===== config.mk =====
export PLATFORM = sky130hd
export DESIGN_NAME = psu_ctrl
export DESIGN_NICKNAME = d
export VERILOG_FILES = /design/src/rtl/psu_pkg.sv /design/src/rtl/psu_ctrl.sv
export VERILOG_INCLUDE_DIRS = /design/src /design/src/rtl
export SDC_FILE = /design/constraint.sdc
export NUM_CORES = 1
export LEC_CHECK = 0
export ABC_AREA = 1
export BUFFER_PORTS_ARGS = -buffer_cell sky130_fd_sc_hd__buf_2
export CAP_MARGIN = 20
export CELL_PAD_IN_SITES_DETAIL_PLACEMENT = 1
export CELL_PAD_IN_SITES_GLOBAL_PLACEMENT = 1
export CORE_AREA = 2 2 39 41
export DETAILED_ROUTE_END_ITERATION = 12
export DIE_AREA = 0 0 41 43
export PLACE_DENSITY = 0.56
export SLEW_MARGIN = 0
export SYNTH_ARGS = -nofsm -noshare
export SYNTH_HDL_FRONTEND = slang
export SYNTH_SLANG_ARGS = --single-unit

===== constraint.sdc =====
create_clock -name clk -period 0.8 [get_ports clk]
set_input_delay 0 -clock clk [delete_from_list [all_inputs] [get_ports clk]]
set_output_delay 0 -clock clk [all_outputs]
set_load 0.1 [all_outputs]

===== src/rtl/particle_swarm_update_assert.svh =====
// Assertion macros shared by the particle swarm update block.
`ifndef PARTICLE_SWARM_UPDATE_ASSERT_SVH
`define PARTICLE_SWARM_UPDATE_ASSERT_SVH

// Implication checked on every clock edge outside reset.
`define PSU_ASSERT_IMP(label, clk, rst_n, ante, cons) \
	label: assert property (@(posedge clk) disable iff (!rst_n) (ante) |-> (cons)) \
		else $error("assertion failed");

// Implication whose consequent is checked in the cycle after the antecedent.
`define PSU_ASSERT_NEXT(label, clk, rst_n, ante, cons) \
	label: assert property (@(posedge clk) disable iff (!rst_n) (ante) |=> (cons)) \
		else $error("assertion failed");

`endif


===== src/rtl/psu_pkg.sv =====
// ----------------------------------------------------------------------------
// psu_pkg
// Shared constants and controller/datapath command types.
// ----------------------------------------------------------------------------
package psu_pkg;
	localparam int NumParticlesDef = 32;
	localparam int NumDimsDef = 2;
	localparam int PosW = 16;
	localparam int FitW = 35;
	localparam int WgtW = 14;
	localparam int LimW = 15;
	localparam int CfgW = 15;
	localparam int CfgIdxW = 2;
	localparam logic [FitW-1:0] FitMax = {FitW{1'b1}};

	localparam logic [CfgIdxW-1:0] RegInertia = 2'd0;
	localparam logic [CfgIdxW-1:0] RegCog = 2'd1;
	localparam logic [CfgIdxW-1:0] RegSoc = 2'd2;
	localparam logic [CfgIdxW-1:0] RegLimit = 2'd3;

	localparam logic OpInit = 1'b0;
	localparam logic OpUpdate = 1'b1;

	// Commands from the controller to the datapath.
	typedef struct packed {
		logic capture;   // latch the item, issue element reads
		logic mult;      // form coefficient and inertia products
		logic sum;       // form the velocity sum and write the element
		logic finish;    // fitness, bests, result strobe
		logic copy;      // copy one element of the best positions
	} psu_cmd_t;

	typedef struct packed {
		logic in_range;
		logic closes;    // item is in range and closes the fitness
		logic is_update;
		logic pimp;
		logic gimp;
	} psu_stat_t;
endpackage


===== src/rtl/psu_ctrl.sv =====
// ----------------------------------------------------------------------------
// psu_ctrl
// Sequencer: steps each item through read, multiply, sum, finish and the
// optional best-position copy sweep.
// ----------------------------------------------------------------------------
module psu_ctrl #(
	parameter int NUM_DIMS = psu_pkg::NumDimsDef,
	parameter int DimW = 1
) (
	input  logic clk,
	input  logic arst_n,
	input  logic start,
	input  psu_pkg::psu_stat_t stat,
	output logic busy,
	output psu_pkg::psu_cmd_t cmd,
	output logic [DimW-1:0] copy_dim
);
	import psu_pkg::*;

	typedef enum logic [2:0] {
		StIdle, StMult, StSum, StFinish, StCopy
	} state_t;

	state_t state_q;
	logic [DimW-1:0] copy_q;

	assign busy = (state_q != StIdle);
	assign copy_dim = copy_q;

	always_comb begin
		cmd = '0;
		cmd.capture = (state_q == StIdle) && start;
		cmd.mult = (state_q == StMult);
		cmd.sum = (state_q == StSum);
		cmd.finish = (state_q == StFinish);
		cmd.copy = (state_q == StCopy);
	end

	always_ff @(posedge clk or negedge arst_n) begin
		if (!arst_n) begin
			state_q <= StIdle;
			copy_q <= '0;
		end else begin
			case (state_q)
				StIdle: begin
					if (start) begin
						state_q <= StMult;
					end
				end
				StMult: state_q <= StSum;
				StSum: state_q <= StFinish;
				StFinish: begin
					copy_q <= '0;
					if (stat.closes && (stat.pimp || stat.gimp)) begin
						state_q <= StCopy;
					end else begin
						state_q <= StIdle;
					end
				end
				StCopy: begin
					if (copy_q == DimW'(NUM_DIMS - 1)) begin
						state_q <= StIdle;
					end else begin
						copy_q <= copy_q + 1'b1;
					end
				end
				default: state_q <= StIdle;
			endcase
		end
	end

	`include "particle_swarm_update_assert.svh"
	`PSU_ASSERT_NEXT(a_capture_to_mult, clk, arst_n, cmd.capture, cmd.mult)
	`PSU_ASSERT_NEXT(a_mult_to_sum, clk, arst_n, cmd.mult, cmd.sum)
	`PSU_ASSERT_IMP(a_one_cmd, clk, arst_n, 1'b1, $onehot0(cmd))
endmodule


# Word level (Yosys, flattened, before mapping)
# Cells that the tools add are included.
# Widths: inputs -> output; s select.
# word_totals
register_bits	4
input_bits	8
output_inout_bits	7
wordCells	22
# op_classes
eq_ne	6
addsub	1
n_mux	6
reduce_logical	7
# op_table
operator	count
$pmux 3 s5	1
$mux 3	3
$eq 3x2->1 const B	2
$eq 3x1->1 const B	1
$eq 3x3->1 const B	1
$logic_not 3->1	1
$reduce_bool 3->1	1
$logic_and 1x1->1	2
$ne 2x1->1 const B	1
$ne 2x2->1 const B	1
$pmux 1 s2	1
$reduce_and 2->1	1
$reduce_bool 2->1	1
$add 1x1->1 const B	1
$logic_or 1x1->1	1
$mux 1	1

# Depth between registers and ports, before layout
# Gate-level depths: netlist (run 1).
# logic_depth
depth_word	4
depth_mapped	4
depth_no_buf	4

# Least setup slack after synthesis (run 1)
# OpenSTA, ideal clock, no wires.
# synth_timing
path_type	register -> output
from	reg state_q[2]
to	out cmd[4] (netlist bit)
stages_incl_launch_ff	4
path_buffers	0
required_time_ns	0.800
setup_slack_ns	-2.148
arrival_time_ns	2.948
path_cell_list	dfrtp_1 -> inv_1 -> nand3_1 -> nor2_1
# synth_lines
item	line_no	source
start, declared	psu_ctrl.sv:24	state_t state_q;
start signal, assigned	psu_ctrl.sv:41	state_q <= StIdle;
start signal, assigned	psu_ctrl.sv:47	state_q <= StMult;
start signal, assigned	psu_ctrl.sv:50	StMult: state_q <= StSum;
end, declared	psu_ctrl.sv:15	output psu_pkg::psu_cmd_t cmd,

==> results of run 1 <==
sequential cells by signal, summed over array words and instances (netlist names):
name      count
state_q       3
copy_dim      1
cells in the mapped netlist (all sizes together):
master and instances:
inv 9, nand2 5, nor2 5, dfrtp 4
nand3 2, o21ai 2, nand4 1, nor3 1
o211ai 1
layout by cell type, fill, tap and decap left out:
master,n
buf_12,7
buf_2,5
buf_4,4
buf_6,5
clkbuf_4,3
clkinvlp_4,1
dfrtp_1,3
dfrtp_2,1
dlygate4sd3_1,1
inv_1,5
inv_2,1
inv_4,2
nand2_1,3
nand2_2,1
nand2_4,1
nand3_2,1
nand3_4,1
nand4_1,1
nor2_1,2
nor2_4,3
nor3_4,1
o211ai_1,1
o21ai_1,2
worst paths after layout:
path	startpoint	to	slack [ns]	cells after the start
setup / recovery	state_q[0]	cmd[1]	-0.35	4
hold / removal	start	state_q[0]	0.06	3
setup reg to reg	state_q[0]	state_q[0]	-0.31	6
hold reg to reg	copy_dim	state_q[2]	0.64	3
max in group asynchronous	arst_n	state_q[0]	0.58	2
min in group asynchronous	arst_n	state_q[1]	0.09	2
worst max-delay path, cell delays in order, from the launching register on:
cell and delay [ns]:
dfrtp_2 0.44, buf_4 0.14, nand2_4 0.05, nor2_4 0.11, buf_12 0.18
area by class of cell:
type | count | share of cell area (%)
clock buffer | 3 | 3.85
inverter | 9 | 7.26
multi-input combinational | 17 | 23.5
sequential | 4 | 17.3
tap | 16 | 3.42
timing repair buffer | 22 | 44.7
per-stage QoR:
stage               hold WS (ns)  cells  util (%)
finish                    0.0634     71      42.3
detailed placement        -0.193     63      34.7
floorplan                 -0.296     30         -
global route              0.0896     71      42.3
CTS                       0.0527     69      41.0
global placement          -0.193     63      34.7
what timing repair did:
item | 4_1_cts | 5_1_grt
setup buffers | 2 | 2
gates resized for setup | 12 | 1
hold buffers | 1 | 0
setup endpoints to repair | 11 | 11
endpoints found under the hold margin | 4 | 0
pin swaps | 5 | 2
layer usage:
| metal | vias up | part of all wire, % |
|---|---|---|
| met5 | - | 0 |
| met4 | 0 | 0 |
| met3 | 0 | 1.8 |
| met2 | 3 | 65 |
| met1 | 141 | 33 |
| li1 | 146 | - |
logic make-up (layout without fill, tap and decap cells):
logic type	Yosys count	in the layout	synth area share [%]
AOI/OAI and AO/OA	3	3	7.73
buffers and inverters	9	34	14.9
DFF	4	4	44.2
and+or+nand+nor	14	14	33.2
==> run metrics, run 1 <==
status finished with violations; failing checks setup timing; Tcrit/Tclk final 144%; share of post-route cells with drive strength above 1 67.3%; met3 Use GR 3.14%; Clock Skews 0.00277 ns; Avg Inst Size Synth 7.55 sq um; pin count of the biggest net entering global routing 6; final-layout fill cell count 162; Antenna Nets Post-Route 0; highest clock rate 868 MHz; initial antenna violation count 0; Synth Instances 30; clk_lat worst skew 0.23 ns; vias per std cell 4.08; root buffer cell clkbuf_4; Clock Pin Slew Worst Setup and Hold Paths 0.04 ns; global routing usage on met1 12.0%; clock sinks 4; Distinct cells, synth 12; synth warn 0; vias 290; final setup TNS -2.82 ns; nets 65; GR Util All Layers 11.3%; post-synthesis net count 38; Seq cells post-synth 4; CTS tree built; Worst setup EP type output pin; max_cap viols 0; share of the synthesized area in the top cell type 44.2%; Core Box Area 1380 sq um; Mapped Area 226 sq um; Starting Density 16.4%; GR peak layer met2; Routed WL 709 microns; Tightest Pin Transition 0.198 ns; final setup violation count 11; library cell with the largest summed area after synthesis dfrtp_1; kind of critical path flip-flop to output pin; area post-placement 480 sq um; first-pass GRT wire length 1.30 mm; Remaining DRCs 0; Reg area 101 sq um; Area Growth Syn to Fin 159%; drt first pass iters 1; GP Congestion 0.704; Die Wd 41 microns; I/O pins 15; worst setup margin -0.352 ns; die footprint 1760 sq um; cell row count 14; largest cells by area after synthesis dfrtp_1 44%, inv_1 15%, nor3_4 7.2%; n_diodes 0; post-DP HPWL 564 microns; Hold Path Class input pin to flip-flop; total global routing overflow 0; Final Hold Viols 0; grt met2 use 17.8%; Slew Viols, Final 0; Worst Path Max Fanout 4; port bufs 12; number of global-route vias before repair 325; Max transition margin 86.7%; unrepaired setup endpoints after global routing true; die height 43 microns; CTS max path bufs 2; post-synthesis sequential area ratio 44.2%; CP Launch Type flip-flop; WL per Instance 9.99 microns; area taken by multi-input logic gates 138 sq um; crit path time final 1.15 ns; Critical Path RT 0.80 ns; Num CTS Buffers 3; Final Cell Area 586 sq um; dpl ws -0.166 ns; crit path DAT 1.15 ns; drt first-iter violations 0; CTS HTree Levels 1
Power of run 1 is not shown: default switching activity piles up to over one toggle a cycle in this logic, so the estimate is an artifact.
==> run 2: changes to the inputs <==
--- a/config.mk
+++ b/config.mk
@@ -6,7 +6,6 @@
 export SDC_FILE = /design/constraint.sdc
 export NUM_CORES = 1
 export LEC_CHECK = 0
-export ABC_AREA = 1
 export BUFFER_PORTS_ARGS = -buffer_cell sky130_fd_sc_hd__buf_2
 export CAP_MARGIN = 20
 export CELL_PAD_IN_SITES_DETAIL_PLACEMENT = 1
@@ -14,7 +13,7 @@
 export CORE_AREA = 2 2 39 41
 export DETAILED_ROUTE_END_ITERATION = 12
 export DIE_AREA = 0 0 41 43
-export PLACE_DENSITY = 0.56
+export PLACE_DENSITY = 0.51
 export SLEW_MARGIN = 0
 export SYNTH_ARGS = -nofsm -noshare
 export SYNTH_HDL_FRONTEND = slang
==> run 2 against run 1 <==
  * The flow still finishes with violations (setup timing)
  * Final area fell by 6.8%
  * Register-to-register slack got worse by 0.03 ns
  * Clock skew rose by 0.0028 ns
  * Highest routed layer is now met4
==> run metrics, run 2 <==
Mapped Area 198 sq um (-13%); Die Wd 41 microns (unchanged); drt first pass iters 1 (unchanged); worst setup margin -0.518 ns (-0.166 ns); GP Congestion 0.620 (-12%); number of synthesized flops with an enable pin 0 (unchanged); Routed WL 652 microns (-8.0%); min-delay src stat[3]; port bufs 12 (unchanged); Worst Path Max Fanout 3 (-1); vias 241 (-17%); largest cells by area after synthesis dfrtp_1 51%, nor3b_1 7.6%, nor3b_2 6.3%; Distinct cells, synth 12 (unchanged); vias per std cell 4.16 (+1.7%); synth warn 0 (unchanged); first-pass GRT wire length 1.15 mm (-12%); main flop type after synthesis dfrtp_1; Area Growth Syn to Fin 176%; nets 52 (-20%); Finished Core Util 39.4% (-2.9 points); unrepaired setup endpoints after global routing true; CTS tree built; crit path DAT 1.32 ns (+0.17 ns); Synth Instances 19 (-37%); die height 43 microns (unchanged); Final Hold Viols 0 (unchanged); Reg2Reg Setup Slack -0.34 ns (-0.03 ns); Register-to-Register Path Depth 4 (-2); Largest Register state_q; clock sinks 4 (unchanged); max_cap viols 0 (unchanged); library cell with the largest summed area after synthesis dfrtp_1; final setup violation count 11 (unchanged); number of global-route vias before repair 280 (-14%); Max transition margin 81.6% (-5.1 points); Critical Path RT 0.80 ns (about the same); post-synthesis net count 27 (-29%); Antenna Nets Post-Route 0 (unchanged); final-layout fill cell count 159 (-1.9%); Tightest Pin Transition 0.278 ns (+0.0803 ns); Avg Inst Size Synth 10.4 sq um (+38%); root buffer cell clkbuf_4; initial antenna violation count 0 (unchanged); I/O pins 15 (unchanged); Clock Pin Slew Worst Setup and Hold Paths 0.04 ns (about the same); Min-Delay Path Depth 3 (unchanged); highest clock rate 759 MHz (-13%); Reg2Reg Launch Point state_q[1]; Seq cells post-synth 4 (unchanged); hold endpoint state_q[2]; drt first-iter violations 0 (unchanged); Final Cell Area 546 sq um (-6.8%); GR Util All Layers 10.1% (-1.2 points); max reg flops 3 (unchanged); status finished with violations; Core Box Area 1380 sq um (unchanged); total global routing overflow 0 (unchanged); Slew Viols, Final 0 (unchanged); worst reg2reg endpoint state_q[2]; count leader, synth dfrtp_1; Commonest cells post-synth 4 x dfrtp_1, 3 x inv_1, 2 x nor2_1, 2 x nor3b_1; clk_lat worst skew 0.24 ns (about the same); Starting Density 14.3% (-2.1 points); crit path time final 1.32 ns (+0.166 ns); Remaining DRCs 0 (unchanged); commonest non-fill, non-tap cell in the layout buf_12; kind of critical path flip-flop to output pin; Async SR Flop Fraction 100% (unchanged); cell row count 14 (unchanged); die footprint 1760 sq um (unchanged); Num CTS Buffers 3 (unchanged); share of post-route cells with drive strength above 1 83.3% (+16 points); WL per Instance 11.2 microns (+13%); Tcrit/Tclk final 165% (+21 points); share of the synthesized area in the top cell type 50.6% (+6.4 points); CTS max path bufs 2 (unchanged); Hold Path Class input pin to flip-flop; CP Launch Type flip-flop; failing checks setup timing; CTS HTree Levels 1 (unchanged); Clock Skews 0.00562 ns (+0.00285 ns); n_diodes 0 (unchanged); area post-placement 459 sq um (-4.4%); pin count of the biggest net entering global routing 6 (unchanged); post-synthesis sequential area ratio 50.6% (+6.4 points); Worst setup EP type output pin; most frequent cells in the layout 7 x buf_12, 5 x buf_2, 4 x dfrtp_2, 4 x buf_4
-- run 2: worst max-delay path by stage --
| stage | from | to | slack, ns |
|---|---|---|---|
| after floorplan | state_q[1] | state_q[2] | -0.80 |
| after global placement | state_q[2] | busy | -0.28 |
| after detailed placement | state_q[2] | busy | -0.29 |
| after CTS | state_q[2] | cmd[4] | -0.53 |
| after global routing | state_q[2] | cmd[4] | -0.57 |
| final | state_q[1] | cmd[4] | -0.52 |
-- run 2: metal layers --
| layer | GRT usage (%) | share of wire (%) | vias to the layer above |
|---|---|---|---|
| met3 | 2.62 | 9.8 | 2 |
| met1 | 10.0 | 32 | 112 |
| met4 | 10.0 | 2.6 | 0 |
| met2 | 15.3 | 56 | 15 |
| met5 | 0 | 0 | - |
| li1 | - | - | 112 |
-- run 2: cell families after synthesis --
| family | Yosys count | share of synthesized area, % |
|---|---|---|
| compound gates | 3 | 10.8 |
| buf+inv | 3 | 5.70 |
| flops | 4 | 50.6 |
| simple gates | 9 | 32.9 |
-- run 2: cell type report --
class | count | area (sq um) | share of cell area, %
Timing Repair Buffer | 20 | 239 | 43.8
Clock buffer | 3 | 22.5 | 4.13
Inverter | 3 | 11.3 | 2.06
Sequential cell | 4 | 105 | 19.3
Multi-Input combinational cell | 12 | 148 | 27.1
Tap cell | 16 | 20.0 | 3.67
-- run 2: timing repair --
item / 4_1_cts / 5_1_grt
resized for setup: 8 / 2
hold buffers: 1 / 0
pin swaps: 3 / 1
gates cloned: 0 / 0
endpoints found under the setup margin: 11 / 11
endpoints found under the hold margin: 4 / 0
setup buffers: 2 / 0
-- run 2: worst max-delay path: stages (launching register included) --
cell,delay [ns]
dfrtp_2,0.43
or3_4,0.36
nor2_4,0.11
buf_12,0.18
-- run 2: per-stage QoR --
stage | setup TNS, ns | std cells | hold WS, ns | setup WS, ns
after floorplan | -5.31 | 19 | -0.296 | -0.798
after global placement | -2.22 | 52 | -0.190 | -0.276
after detailed placement | -2.27 | 52 | -0.182 | -0.286
after CTS | -3.83 | 58 | 0.0323 | -0.533
after global routing | -4.24 | 58 | 0.0758 | -0.567
final | -3.75 | 58 | 0.0624 | -0.518
Power of run 2 is left out for the same reason.
